**src/rtl/i2crm_pkg.sv**
```systemverilog
// ----------------------------------------------------------------------------
// I2C register master package
// Shared types, state codes and constants for the I2C register master.
// ----------------------------------------------------------------------------
package i2crm_pkg;

  typedef enum logic [1:0] {
    ACT_TICK  = 2'd0,
    ACT_WRITE = 2'd1,
    ACT_READ  = 2'd2,
    ACT_BYTE  = 2'd3
  } action_e;

  typedef enum logic [4:0] {
    ST_IDLE, ST_CHK_HI, ST_CHK_LO, ST_TX_LO, ST_TX_HI, ST_ACK_LO, ST_ACK_HI,
    ST_ACK_WAIT, ST_WANT, ST_RS_HI, ST_RS_FALL, ST_RS_GO, ST_RX_HI, ST_RX_LO,
    ST_MACK_SET, ST_MACK_HI, ST_MACK_END, ST_SP_HI, ST_SP_END
  } seq_state_e;

  typedef enum logic [1:0] {
    KIND_ADDR, KIND_REG, KIND_DATA, KIND_RADDR
  } kind_e;

  typedef enum logic [1:0] {
    STAT_OK      = 2'd0,
    STAT_BUSY    = 2'd1,
    STAT_NO_ACK  = 2'd2,
    STAT_UNUSED  = 2'd3
  } status_e;

  localparam logic [7:0] AckWaitReset = 8'd21;
  localparam int         QDepth       = 2;
  // APB byte address of the acknowledge wait limit register
  localparam logic [1:0] RegAckLimit  = 2'd0;

  typedef struct packed {
    logic [1:0] action;
    logic [6:0] dev_addr;
    logic [7:0] reg_addr;
    logic [7:0] byte_count;
    logic [7:0] wr_data;
    logic       sda_level;
  } in_item_t;

  typedef struct packed {
    logic       scl;
    logic       sda_drive;
    logic       busy_res;
    logic       want_byte;
    logic       byte_valid;
    logic [7:0] read_byte;
    logic       last_byte;
    logic       done_res;
    logic [1:0] status;
  } out_item_t;

  // classified request from front to back
  typedef struct packed {
    logic       is_cmd;
    logic       is_read;
    logic       is_byte;
    logic [6:0] dev_addr;
    logic [7:0] reg_addr;
    logic [7:0] count;
    logic [7:0] wr_data;
    logic       sda;
  } req_t;

endpackage

```
**src/rtl/i2c_register_master_top.sv**
```systemverilog
// ----------------------------------------------------------------------------
// I2C register master top level
// Request queue, bus engine and APB configuration register.
// ----------------------------------------------------------------------------
// A result is written into the output queue at the clock edge that accepts its request.
// Throughput: one request per cycle while the output queue is not full.
// Reset: asynchronous, active low; bus released, ack_wait_limit back to 21,
// both queues emptied.
module i2c_register_master_top (
  input  logic                 clk_i,
  input  logic                 rst_ni,
  input  logic                 push,
  output logic                 full,
  input  i2crm_pkg::in_item_t  in_item_i,
  output logic                 empty,
  input  logic                 pop,
  output i2crm_pkg::out_item_t out_item_o,
  input  logic                 psel,
  input  logic                 penable,
  input  logic                 pwrite,
  input  logic [1:0]           paddr,
  input  logic [31:0]          pwdata,
  output logic [31:0]          prdata,
  output logic                 pready
);
  import i2crm_pkg::*;

  logic [7:0] limit_q;
  logic       rv, take;
  req_t       rq;

  assign pready = 1'b1;
  assign prdata = (paddr == RegAckLimit) ? {24'd0, limit_q} : 32'd0;

  always_ff @(posedge clk_i or negedge rst_ni) begin
    if (!rst_ni) begin
      limit_q <= AckWaitReset;
    end else if (psel && penable && pwrite && paddr == RegAckLimit) begin
      limit_q <= pwdata[7:0];
    end
  end

  i2crm_front u_front (
    .clk_i, .rst_ni, .push_i(push), .full_o(full), .in_i(in_item_i),
    .req_valid_o(rv), .req_o(rq), .req_take_i(take)
  );

  i2crm_engine u_engine (
    .clk_i, .rst_ni, .ack_limit_i(limit_q), .req_valid_i(rv), .req_i(rq),
    .req_take_o(take), .empty_o(empty), .pop_i(pop), .out_o(out_item_o)
  );

endmodule

```
**src/rtl/i2crm_front.sv**
```systemverilog
// ----------------------------------------------------------------------------
// I2C register master front end
// Accepts input requests, classifies them and queues them for the engine.
// ----------------------------------------------------------------------------
module i2crm_front (
  input  logic               clk_i,
  input  logic               rst_ni,
  input  logic               push_i,
  output logic               full_o,
  input  i2crm_pkg::in_item_t in_i,
  output logic               req_valid_o,
  output i2crm_pkg::req_t    req_o,
  input  logic               req_take_i
);
  import i2crm_pkg::*;

  localparam int PW = $clog2(QDepth);

  req_t           mem_q [QDepth];
  logic [PW-1:0]  wp_q, rp_q;
  logic [PW:0]    cnt_q;
  req_t           cls;
  logic           wr, rd;

  always_comb begin
    cls          = '0;
    cls.is_cmd   = (in_i.action == ACT_WRITE) || (in_i.action == ACT_READ);
    cls.is_read  = (in_i.action == ACT_READ);
    cls.is_byte  = (in_i.action == ACT_BYTE);
    cls.dev_addr = in_i.dev_addr;
    cls.reg_addr = in_i.reg_addr;
    // zero count behaves as one
    cls.count    = (in_i.byte_count == 8'd0) ? 8'd1 : in_i.byte_count;
    cls.wr_data  = in_i.wr_data;
    cls.sda      = in_i.sda_level;
  end

  assign full_o      = (cnt_q == (PW+1)'(QDepth));
  assign wr          = push_i && !full_o;
  assign req_valid_o = (cnt_q != '0);
  assign rd          = req_take_i && req_valid_o;
  assign req_o       = mem_q[rp_q];

  always_ff @(posedge clk_i) begin
    if (wr) mem_q[wp_q] <= cls;
  end

  always_ff @(posedge clk_i or negedge rst_ni) begin
    if (!rst_ni) begin
      wp_q  <= '0;
      rp_q  <= '0;
      cnt_q <= '0;
    end else begin
      if (wr) wp_q <= wp_q + 1'b1;
      if (rd) rp_q <= rp_q + 1'b1;
      cnt_q <= cnt_q + (PW+1)'(wr) - (PW+1)'(rd);
    end
  end

endmodule

```
**src/rtl/i2crm_engine.sv**
```systemverilog
// ----------------------------------------------------------------------------
// I2C register master engine
// Bus sequencer: one half-bit phase per request, result into an output queue.
// ----------------------------------------------------------------------------
module i2crm_engine (
  input  logic                clk_i,
  input  logic                rst_ni,
  input  logic [7:0]          ack_limit_i,
  input  logic                req_valid_i,
  input  i2crm_pkg::req_t     req_i,
  output logic                req_take_o,
  output logic                empty_o,
  input  logic                pop_i,
  output i2crm_pkg::out_item_t out_o
);
  import i2crm_pkg::*;

  localparam int PW = $clog2(QDepth);

  seq_state_e  st_q, st_d;
  logic [3:0]  bc_q, bc_d;
  logic [7:0]  sh_q, sh_d, bl_q, bl_d, aw_q, aw_d, sreg_q, sreg_d;
  logic [6:0]  sdev_q, sdev_d;
  logic        rd_q, rd_d, c_q, c_d, d_q, d_d;
  kind_e       kind_q, kind_d;
  status_e     es_q, es_d;
  out_item_t   res;

  out_item_t   oq_q [QDepth];
  logic [PW-1:0] wp_q, rp_q;
  logic [PW:0]   cnt_q;
  logic          go, opop;
  logic [7:0]    shn;

  assign req_take_o = req_valid_i && (cnt_q != (PW+1)'(QDepth));
  assign go         = req_take_o;
  assign empty_o    = (cnt_q == '0);
  assign opop       = pop_i && !empty_o;
  assign out_o      = oq_q[rp_q];

  always_comb begin
    st_d = st_q; bc_d = bc_q; sh_d = sh_q; bl_d = bl_q; aw_d = aw_q;
    sreg_d = sreg_q; sdev_d = sdev_q; rd_d = rd_q; kind_d = kind_q; es_d = es_q;
    c_d = c_q; d_d = d_q;
    res = '0;
    shn = '0;
    if (req_i.is_cmd) begin
      if (st_q == ST_IDLE) begin
        sdev_d = req_i.dev_addr; sreg_d = req_i.reg_addr; bl_d = req_i.count;
        rd_d = req_i.is_read; es_d = STAT_OK; c_d = 1'b1; d_d = 1'b1;
        st_d = ST_CHK_HI;
      end
    end else if (req_i.is_byte) begin
      if (st_q == ST_WANT) begin
        sh_d = req_i.wr_data; bc_d = '0; kind_d = KIND_DATA;
        c_d = 1'b0; d_d = req_i.wr_data[7]; st_d = ST_TX_HI;
      end
    end else begin
      unique case (st_q)
        ST_IDLE: begin c_d = 1'b1; d_d = 1'b1; end
        ST_CHK_HI, ST_CHK_LO: begin
          if (req_i.sda != (st_q == ST_CHK_HI)) begin
            c_d = 1'b1; d_d = 1'b1; res.done_res = 1'b1; res.status = STAT_BUSY;
            st_d = ST_IDLE;
          end else if (st_q == ST_CHK_HI) begin
            c_d = 1'b1; d_d = 1'b0; st_d = ST_CHK_LO;
          end else begin
            sh_d = {sdev_q, 1'b0}; bc_d = '0; kind_d = KIND_ADDR;
            c_d = 1'b0; d_d = sdev_q[6]; st_d = ST_TX_HI;
          end
        end
        ST_TX_LO: begin c_d = 1'b0; d_d = sh_q[7]; st_d = ST_TX_HI; end
        ST_TX_HI: begin
          c_d = 1'b1; d_d = sh_q[7]; sh_d = {sh_q[6:0], 1'b0}; bc_d = bc_q + 4'd1;
          st_d = (bc_d >= 4'd8) ? ST_ACK_LO : ST_TX_LO;
        end
        ST_ACK_LO: begin c_d = 1'b0; d_d = 1'b1; st_d = ST_ACK_HI; end
        ST_ACK_HI: begin c_d = 1'b1; d_d = 1'b1; aw_d = '0; st_d = ST_ACK_WAIT; end
        ST_ACK_WAIT: begin
          if (req_i.sda && aw_q < ack_limit_i) begin
            aw_d = aw_q + 8'd1; c_d = 1'b1; d_d = 1'b1;
          end else begin
            case (kind_q)
              KIND_ADDR: begin
                if (req_i.sda) begin
                  es_d = STAT_NO_ACK; c_d = 1'b0; d_d = 1'b0; st_d = ST_SP_HI;
                end else begin
                  sh_d = sreg_q; bc_d = '0; kind_d = KIND_REG;
                  c_d = 1'b0; d_d = sreg_q[7]; st_d = ST_TX_HI;
                end
              end
              KIND_REG: begin
                c_d = 1'b0; d_d = 1'b1; st_d = rd_q ? ST_RS_HI : ST_WANT;
              end
              KIND_DATA: begin
                if (req_i.sda) begin
                  es_d = STAT_NO_ACK; c_d = 1'b0; d_d = 1'b0; st_d = ST_SP_HI;
                end else begin
                  bl_d = bl_q - 8'd1;
                  if (bl_d == 8'd0) begin
                    es_d = STAT_OK; c_d = 1'b0; d_d = 1'b0; st_d = ST_SP_HI;
                  end else begin
                    c_d = 1'b0; d_d = 1'b1; st_d = ST_WANT;
                  end
                end
              end
              default: begin
                c_d = 1'b0; d_d = 1'b1; sh_d = '0; bc_d = '0; st_d = ST_RX_HI;
              end
            endcase
          end
        end
        ST_WANT: begin c_d = 1'b0; d_d = 1'b1; end
        ST_RS_HI: begin c_d = 1'b1; d_d = 1'b1; st_d = ST_RS_FALL; end
        ST_RS_FALL: begin c_d = 1'b1; d_d = 1'b0; st_d = ST_RS_GO; end
        ST_RS_GO: begin
          sh_d = {sdev_q, 1'b1}; bc_d = '0; kind_d = KIND_RADDR;
          c_d = 1'b0; d_d = sdev_q[6]; st_d = ST_TX_HI;
        end
        ST_RX_HI: begin c_d = 1'b1; d_d = 1'b1; st_d = ST_RX_LO; end
        ST_RX_LO: begin
          shn = {sh_q[6:0], req_i.sda}; sh_d = shn; bc_d = bc_q + 4'd1;
          c_d = 1'b0; d_d = 1'b1;
          if (bc_d >= 4'd8) begin
            res.byte_valid = 1'b1; res.read_byte = shn;
            res.last_byte = (bl_q <= 8'd1); st_d = ST_MACK_SET;
          end else begin
            st_d = ST_RX_HI;
          end
        end
        ST_MACK_SET: begin c_d = 1'b0; d_d = (bl_q <= 8'd1); st_d = ST_MACK_HI; end
        ST_MACK_HI: begin c_d = 1'b1; d_d = (bl_q <= 8'd1); st_d = ST_MACK_END; end
        ST_MACK_END: begin
          bl_d = (bl_q != 8'd0) ? bl_q - 8'd1 : 8'd0;
          if (bl_d == 8'd0) begin
            es_d = STAT_OK; c_d = 1'b0; d_d = 1'b0; st_d = ST_SP_HI;
          end else begin
            c_d = 1'b0; d_d = 1'b1; sh_d = '0; bc_d = '0; st_d = ST_RX_HI;
          end
        end
        ST_SP_HI: begin c_d = 1'b1; d_d = 1'b0; st_d = ST_SP_END; end
        ST_SP_END: begin
          c_d = 1'b1; d_d = 1'b1; res.done_res = 1'b1; res.status = es_q;
          st_d = ST_IDLE;
        end
        default: begin c_d = 1'b1; d_d = 1'b1; st_d = ST_IDLE; end
      endcase
    end
    res.scl       = c_d;
    res.sda_drive = d_d;
    res.busy_res  = (st_d != ST_IDLE);
    res.want_byte = (st_d == ST_WANT);
  end

  always_ff @(posedge clk_i) begin
    if (go) oq_q[wp_q] <= res;
  end

  always_ff @(posedge clk_i or negedge rst_ni) begin
    if (!rst_ni) begin
      st_q <= ST_IDLE; bc_q <= '0; sh_q <= '0; bl_q <= '0; aw_q <= '0;
      sreg_q <= '0; sdev_q <= '0; rd_q <= 1'b0; kind_q <= KIND_ADDR;
      es_q <= STAT_OK; c_q <= 1'b1; d_q <= 1'b1;
      wp_q <= '0; rp_q <= '0; cnt_q <= '0;
    end else begin
      if (go) begin
        st_q <= st_d; bc_q <= bc_d; sh_q <= sh_d; bl_q <= bl_d; aw_q <= aw_d;
        sreg_q <= sreg_d; sdev_q <= sdev_d; rd_q <= rd_d; kind_q <= kind_d;
        es_q <= es_d; c_q <= c_d; d_q <= d_d;
        wp_q <= wp_q + 1'b1;
      end
      if (opop) rp_q <= rp_q + 1'b1;
      cnt_q <= cnt_q + (PW+1)'(go) - (PW+1)'(opop);
    end
  end

endmodule

```
**config.mk**
```make
export PLATFORM = sky130hd
export DESIGN_NAME = i2c_register_master_top
export DESIGN_NICKNAME = d
export VERILOG_FILES = /design/src/rtl/i2crm_pkg.sv /design/src/rtl/i2c_register_master_top.sv /design/src/rtl/i2crm_front.sv /design/src/rtl/i2crm_engine.sv
export SDC_FILE = /design/constraint.sdc
export NUM_CORES = 1
export LEC_CHECK = 0
export ABC_AREA = 1
export BUFFER_PORTS_ARGS = -buffer_cell sky130_fd_sc_hd__buf_2
export CAP_MARGIN = 20
export CORE_ASPECT_RATIO = 1.5
export CORE_MARGIN = 1
export CORE_UTILIZATION = 45
export CTS_CLUSTER_SIZE = 25
export DETAILED_ROUTE_END_ITERATION = 6
export PLACE_DENSITY_LB_ADDON = 0.3
export SYNTH_ARGS = -nofsm -noshare
export SYNTH_HDL_FRONTEND = slang
export SYNTH_HIERARCHICAL = 1
export SYNTH_SLANG_ARGS = --single-unit
```
**constraint.sdc**
```tcl
create_clock -name clk_i -period 5 [get_ports clk_i]
set_clock_uncertainty 0.15 [all_clocks]
set_input_delay 0.5 -clock clk_i [delete_from_list [all_inputs] [get_ports clk_i]]
set_output_delay 0.5 -clock clk_i [all_outputs]
set_load 0.02 [all_outputs]
```
==> impl_metrics.yaml, run 1 <==
setup_path:
  start_kind: "flop"
  crit_path_end_kind: "flop"
  worstPathArrival_ps: 3540
  critPathMaxStageDelay_ps: 470
  crit_chain: "buf_4, inv_8, nand2_2, nand2_1, nor2_1, inv_1, nor3_1, clkinv_1, nor2_1"
  crit_slowest_cell: "nand2_1"
  crit_fanout: 37
  critPathMostFrequentCell: "nor2_1"
  required_ps: 5110
  critical_path_class: "reg -> reg"
timing:
  relSlewSlack_pct: 38.6
  rsz0062_at_grt: "false"
  fin_crit_sh_pct: 68.8
  maxSlewViolCount: 0
  hold_violations: 0
  finalSetupViolations: 0
  tightest_slew_ps: 921
  clock.fmax_mhz: 291
  finalSetupTns_ps: 0
  period_needed_ps: 3440
cts:
  path_clk_slew_ps: 70
  ctsResizeCount: 0
  cts_buffers: 17
  clock_latency_ps: 440
  clockBufferDepth: 2
  cts_hold_buf: 0
  clock_sinks: 174
  cts_setup_buffers: 0
  tritoncts: "yes"
  cts-root-buf: "clkbuf_16"
  htreeDepth: 4
global_routing:
  gr-total-overflow: 0
  grt_max_degree: 71
  grt_usage_pct: 19.7
  grt_pass1_vias: 6535
  grt_antenna_before_repair: 0
  grt_pass1_wl_mm: 31.6
final_layout:
  syn_to_final_growth_pct: 11.5
  layout_commonest_cell: "nand2_1"
  fin_nets: 1179
  diodes: 0
  drive_gt1_share_pct: 18.4
  mostFrequentLayoutCells: "nand2_1 (324), edfxtp_1 (104), inv_1 (94)"
  final_cells: 1353
drt:
  drt.antenna.violating_nets: 0
  num_vias: 6718
  first_pass_iters: 5
  wl_mm: 19.2
  drt-vias-per-instance: 4.97
  drc: 0
  drt_first_iter_violations: 416
  routedWlPerCell_um: 14.2
logic_synthesis:
  synth.avg_cell_area_um2: 9.07
  synth-edff-count: 104
  synth_warnings: 6
  ys_seq_area_share_pct: 53.4
  synth.distinct_cells: 54
  async_flop_share_pct: 40.2
  ys_seq_elements: 174
  synth_cells: 1008
  synth_area_um2: 9140
  synth.largest_area_cell: "edfxtp_1"
  synthFlopType: "edfxtp_1"
  synth_top_area_share_pct: 34.2
  ys_top_cells_by_area: "edfxtp_1 (34%), dfrtp_1 (18%), nand2_1 (13%)"
die:
  core_um2: 19900
  io_pins: 127
  die_area_um2: 20900
  num_rows: 63
  start_util_pct: 46.0
  die_h_um: 177
  die_w_um: 118
power_and_ir_drop:
  p_per_area_nw_per_um2: 615
  ir_drop_uv: 362
  power.leakage_nw: 4.81
status:
  status: "finished, final reports clean"
placed_design:
  dp_cells: 1321
  port_buffers: 77
  gp_congestion: 0.897
  hpwl_mm: 14.1
run:
  drv_cap: 0
hold_path:
  hp-class: "in -> reg"
final timing paths:
| kind | slack (ps) | startpoint | cells after the start | endpoint |
|---|---|---|---|---|
| max | 1560 | u_front/rp_q | 9 | u_engine/oq_q[1][4] |
| min in group asynchronous | 130 | rst_ni | 2 | u_engine/bl_q[6] |
| max in group asynchronous | 3970 | rst_ni | 2 | u_engine/sreg_q[6] |
| max reg2reg | 1560 | u_front/rp_q | 9 | u_engine/oq_q[1][4] |
| min | 100 | in_item_i[31] | 1 | u_front/mem_q[1][31] |
| min reg2reg | 320 | limit_q[4] | 2 | limit_q[4] |
flip-flops by register name, indices dropped and copies added (netlist names):
register / cells
u_engine/d_q: 1
u_engine/oq_q: 34
u_engine/bc_q: 4
u_engine/cnt_q: 2
u_engine/kind_q: 2
u_engine/aw_q: 8
u_engine/rp_q: 1
u_front/rp_q: 1
u_front/wp_q: 1
u_engine/sreg_q: 8
u_engine/wp_q: 1
limit_q: 8
u_engine/sdev_q: 7
u_front/cnt_q: 2
u_engine/rd_q: 1
u_engine/bl_q: 8
u_engine/es_q: 1
u_engine/sh_q: 8
u_engine/c_q: 1
u_front/mem_q: 70
u_engine/st_q: 5
kinds of logic after synthesis:
group	Yosys count	share of synthesized area, %
mux	14	1.72
flops	174	53.4
fa+ha+maj	24	3.28
buf+inv	161	8.84
other cells	2	0.0822
xor+xnor	6	0.575
simple gates	531	25.5
compound gates	96	6.62
routing by layer:
layer	GRT usage (%)	vias to the layer above	wire, um
met1	21.4	3131	7740
met3	3.81	41	714
met2	35.5	175	10000
met4	11.4	0	755
met5	0	-	0
li1	-	3371	-
critical path: cells and delay by family, from the launching register on:
kind,cells,cell delay (ps)
simple gates,5,1630
buf+inv,4,1140
flops,1,330
where the power goes:
group          leakage [nW]  switching [mW]  internal [mW]
logic                  2.67            1.87          0.811
clock network         0.283           0.571          0.747
registers              1.85           0.201           2.07
cell usage after synthesis (6+ instances only):
| library cell | n |
|---|---|
| ha_1 | 24 |
| o21ai_0 | 34 |
| clkbuf_1 | 14 |
| nand2_2 | 20 |
| nor2_1 | 90 |
| nand3_1 | 51 |
| edfxtp_1 | 104 |
| buf_4 | 29 |
| a22oi_1 | 6 |
| inv_1 | 94 |
| o21ai_2 | 9 |
| nand2_1 | 324 |
| nor3_1 | 7 |
| a21oi_1 | 26 |
| nor2_2 | 6 |
| mux2_2 | 14 |
| dfrtp_1 | 65 |
| nand4_1 | 12 |
area by class of cell:
type | count | area, um2
fill | 1862 | 9670
sequential | 174 | 4880
multi-input combinational | 696 | 3540
timing repair buffer | 85 | 445
clock buffer | 19 | 433
inverter | 106 | 418
tap | 260 | 325
clock inverter | 13 | 151
stage by stage:
stage	utilization [%]	worst slack, ps	total power, mW	hold slack (ps)	area, um2
floorplan	-	2360	4.33	54.4	9230
global placement	48.4	1640	4.93	304	9610
detailed placement	48.4	1620	4.98	313	9610
CTS	51.3	1590	6.32	78.8	10200
global route	51.3	1220	6.72	75.2	10200
finish	51.3	1560	6.27	99.5	10200
Power figures use the tool's default switching activity.
==> run 2, diff against run 1 <==
==> constraint.sdc (replaced) <==
create_clock -name clk_i -period 3.51 [get_ports clk_i]
set_clock_uncertainty 0.15 [all_clocks]
set_input_delay 0.351 -clock clk_i [delete_from_list [all_inputs] [get_ports clk_i]]
set_output_delay 0.351 -clock clk_i [all_outputs]
set_load 0.02 [all_outputs]
==> impl_metrics.yaml, run 2 (synthesized netlist as in run 1, its figures left out) <==
timing:
  rsz0062_at_grt: "false"
  maxSlewViolCount: 0
  tightest_slew_ps: 954
  fin_crit_sh_pct: 78.8
  hold_violations: 4
  whs_ps: -3.11
  period_needed_ps: 2760
  finalSetupViolations: 0
  relSlewSlack_pct: 36.4
  finalSetupTns_ps: 0
  clock.fmax_mhz: 362
cts:
  tritoncts: "yes"
  cts_buffers: 17
  clock_latency_ps: 430
  htreeDepth: 4
  clock_sinks: 174
  cts-root-buf: "clkbuf_16"
  cts_setup_buffers: 0
  clockBufferDepth: 2
  path_clk_slew_ps: 70
setup_path:
  critPathLaunch: "u_engine/st_q[2]"
  start_kind: "flop"
  critPathMaxStageDelay_ps: 460
  critical_path_class: "reg -> reg"
  r2r_start: "u_engine/st_q[2]"
  crit_path_end_kind: "flop"
  critPathBufInv: 2
  crit_fanout: 18
  worstPathArrival_ps: 2970
  path_delay_family: "simple AND/OR/NAND/NOR gates"
  crit_slowest_cell: "dfrtp_1"
  critPathMostFrequentCell: "nand2_2"
  crit_chain: "nor2_2, nand2_2, inv_2, nand2_2, ha_1, nand2_2, a21oi_1, nor3_2, o211ai_4, nor2_4, o21ai_4, inv_6, nand2_1, o21ai_2"
  required_ps: 3720
drt:
  num_vias: 6816
  wl_mm: 20.0
  drc: 0
  drt.antenna.violating_nets: 0
  drt_first_iter_violations: 403
  drt-vias-per-instance: 4.87
  routedWlPerCell_um: 14.3
  first_pass_iters: 5
power_and_ir_drop:
  p_seq_share_pct: 36.6
  switching_share_pct: 42.1
  p_switching_mw: 3.77
  p_per_area_nw_per_um2: 842
  pwr-share-comb_pct: 43.6
  power.leakage_nw: 5.01
  ir_drop_uv: 564
  p_int_mw: 5.17
  pwr-share-clk_pct: 19.8
global_routing:
  gr-total-overflow: 0
  grt_antenna_before_repair: 0
  grt_usage_pct: 20.4
  grt_pass1_wl_mm: 32.9
  grt_pass1_vias: 6807
  grt_max_degree: 71
die:
  die_w_um: 118
  core_um2: 19900
  num_rows: 63
  start_util_pct: 46.0
  die_h_um: 177
  io_pins: 127
  die_area_um2: 20900
final_layout:
  diodes: 0
  finalCoreUtilization_pct: 53.5
  final_cells: 1401
  fin_nets: 1227
  drive_gt1_share_pct: 18.6
  regMostFlops: "u_front/mem_q"
  syn_to_final_growth_pct: 16.2
  largest_reg_flops: 70
  largestRegisters: "u_front/mem_q (70), u_engine/oq_q (34)"
  layout_commonest_cell: "nand2_1"
  mostFrequentLayoutCells: "nand2_1 (324), edfxtp_1 (104), inv_1 (94)"
status:
  status: "finished with violations"
  violations: "negative hold slack"
placed_design:
  port_buffers: 77
  gp_congestion: 0.904
  hpwl_mm: 14.6
  dp_cells: 1331
hold_path:
  hp-class: "in -> async"
run:
  drv_cap: 0
-- run 2: changes by cell type in the layout (fill, tap and decap cells not counted), sizes merged --
cell         previous run  this run
clkinv                  6         9
dlygate4sd3             0        38
bufinv                  2         0
clkbuf                 19        20
buf                    85        95
clkinvlp                2         0
-- run 2: final cells by class --
class / count / area, um2
fill: 1873 / 9240
tap: 260 / 325
inverter: 106 / 418
multi-input combinational: 696 / 3540
timing repair buffer: 133 / 901
sequential: 174 / 4880
clock inverter: 12 / 98.8
clock buffer: 20 / 457
-- run 2: worst reg2reg max path, stage by stage (launching register included) --
cell,delay [ps]
dfrtp_1,460
nor2_2,340
nand2_2,160
inv_2,90
nand2_2,70
ha_1,300
nand2_2,110
a21oi_1,100
nor3_2,230
o211ai_4,120
nor2_4,120
o21ai_4,110
inv_6,170
nand2_1,100
o21ai_2,70
-- run 2: routing by layer --
layer | vias to the layer above | wire, um | track usage, %
met5 | - | 0 | 0
met4 | 0 | 681 | 11.1
met3 | 40 | 735 | 3.78
met2 | 169 | 10500 | 37.2
met1 | 3147 | 8100 | 22.3
li1 | 3460 | - | -
-- run 2: power by group through the flow --
| stage | combinational [mW] | clock (mW) | sequential (mW) |
|---|---|---|---|
| 3_5_place_dp | 3.88 | 0 | 3.32 |
| 4_1_cts | 3.93 | 1.81 | 3.27 |
| 2_1_floorplan | 2.97 | 0 | 3.20 |
| 5_1_grt | 4.38 | 1.90 | 3.34 |
| 6_report | 3.90 | 1.77 | 3.27 |
| 3_3_place_gp | 3.82 | 0 | 3.29 |
-- run 2: worst paths after layout --
path                       slack [ps]  cells after the start               end
setup / recovery                  750                     14  u_engine/sh_q[4]
hold / removal                     -3                      2  u_engine/bl_q[5]
setup reg to reg                  750                     14  u_engine/sh_q[4]
hold reg to reg                   320                      2        limit_q[4]
max in group asynchronous        2600                      2  u_engine/sh_q[4]
min in group clk_i                 20                      3        limit_q[3]
-- run 2: metrics by stage --
step	total power [mW]	area, um2	worst slack, ps	hold slack [ps]
after global placement	7.11	9690	728	307
after global routing	9.62	10600	572	31.1
after CTS	9.01	10600	710	6.89
after floorplan	6.17	9230	868	-94.6
after detailed placement	7.19	9690	708	313
final	8.94	10600	745	-3.11
-- run 2: repair_timing --
item                      CTS  global route
hold endpoints to repair   69             0
hold buffers               38             0
resized for setup           0             0
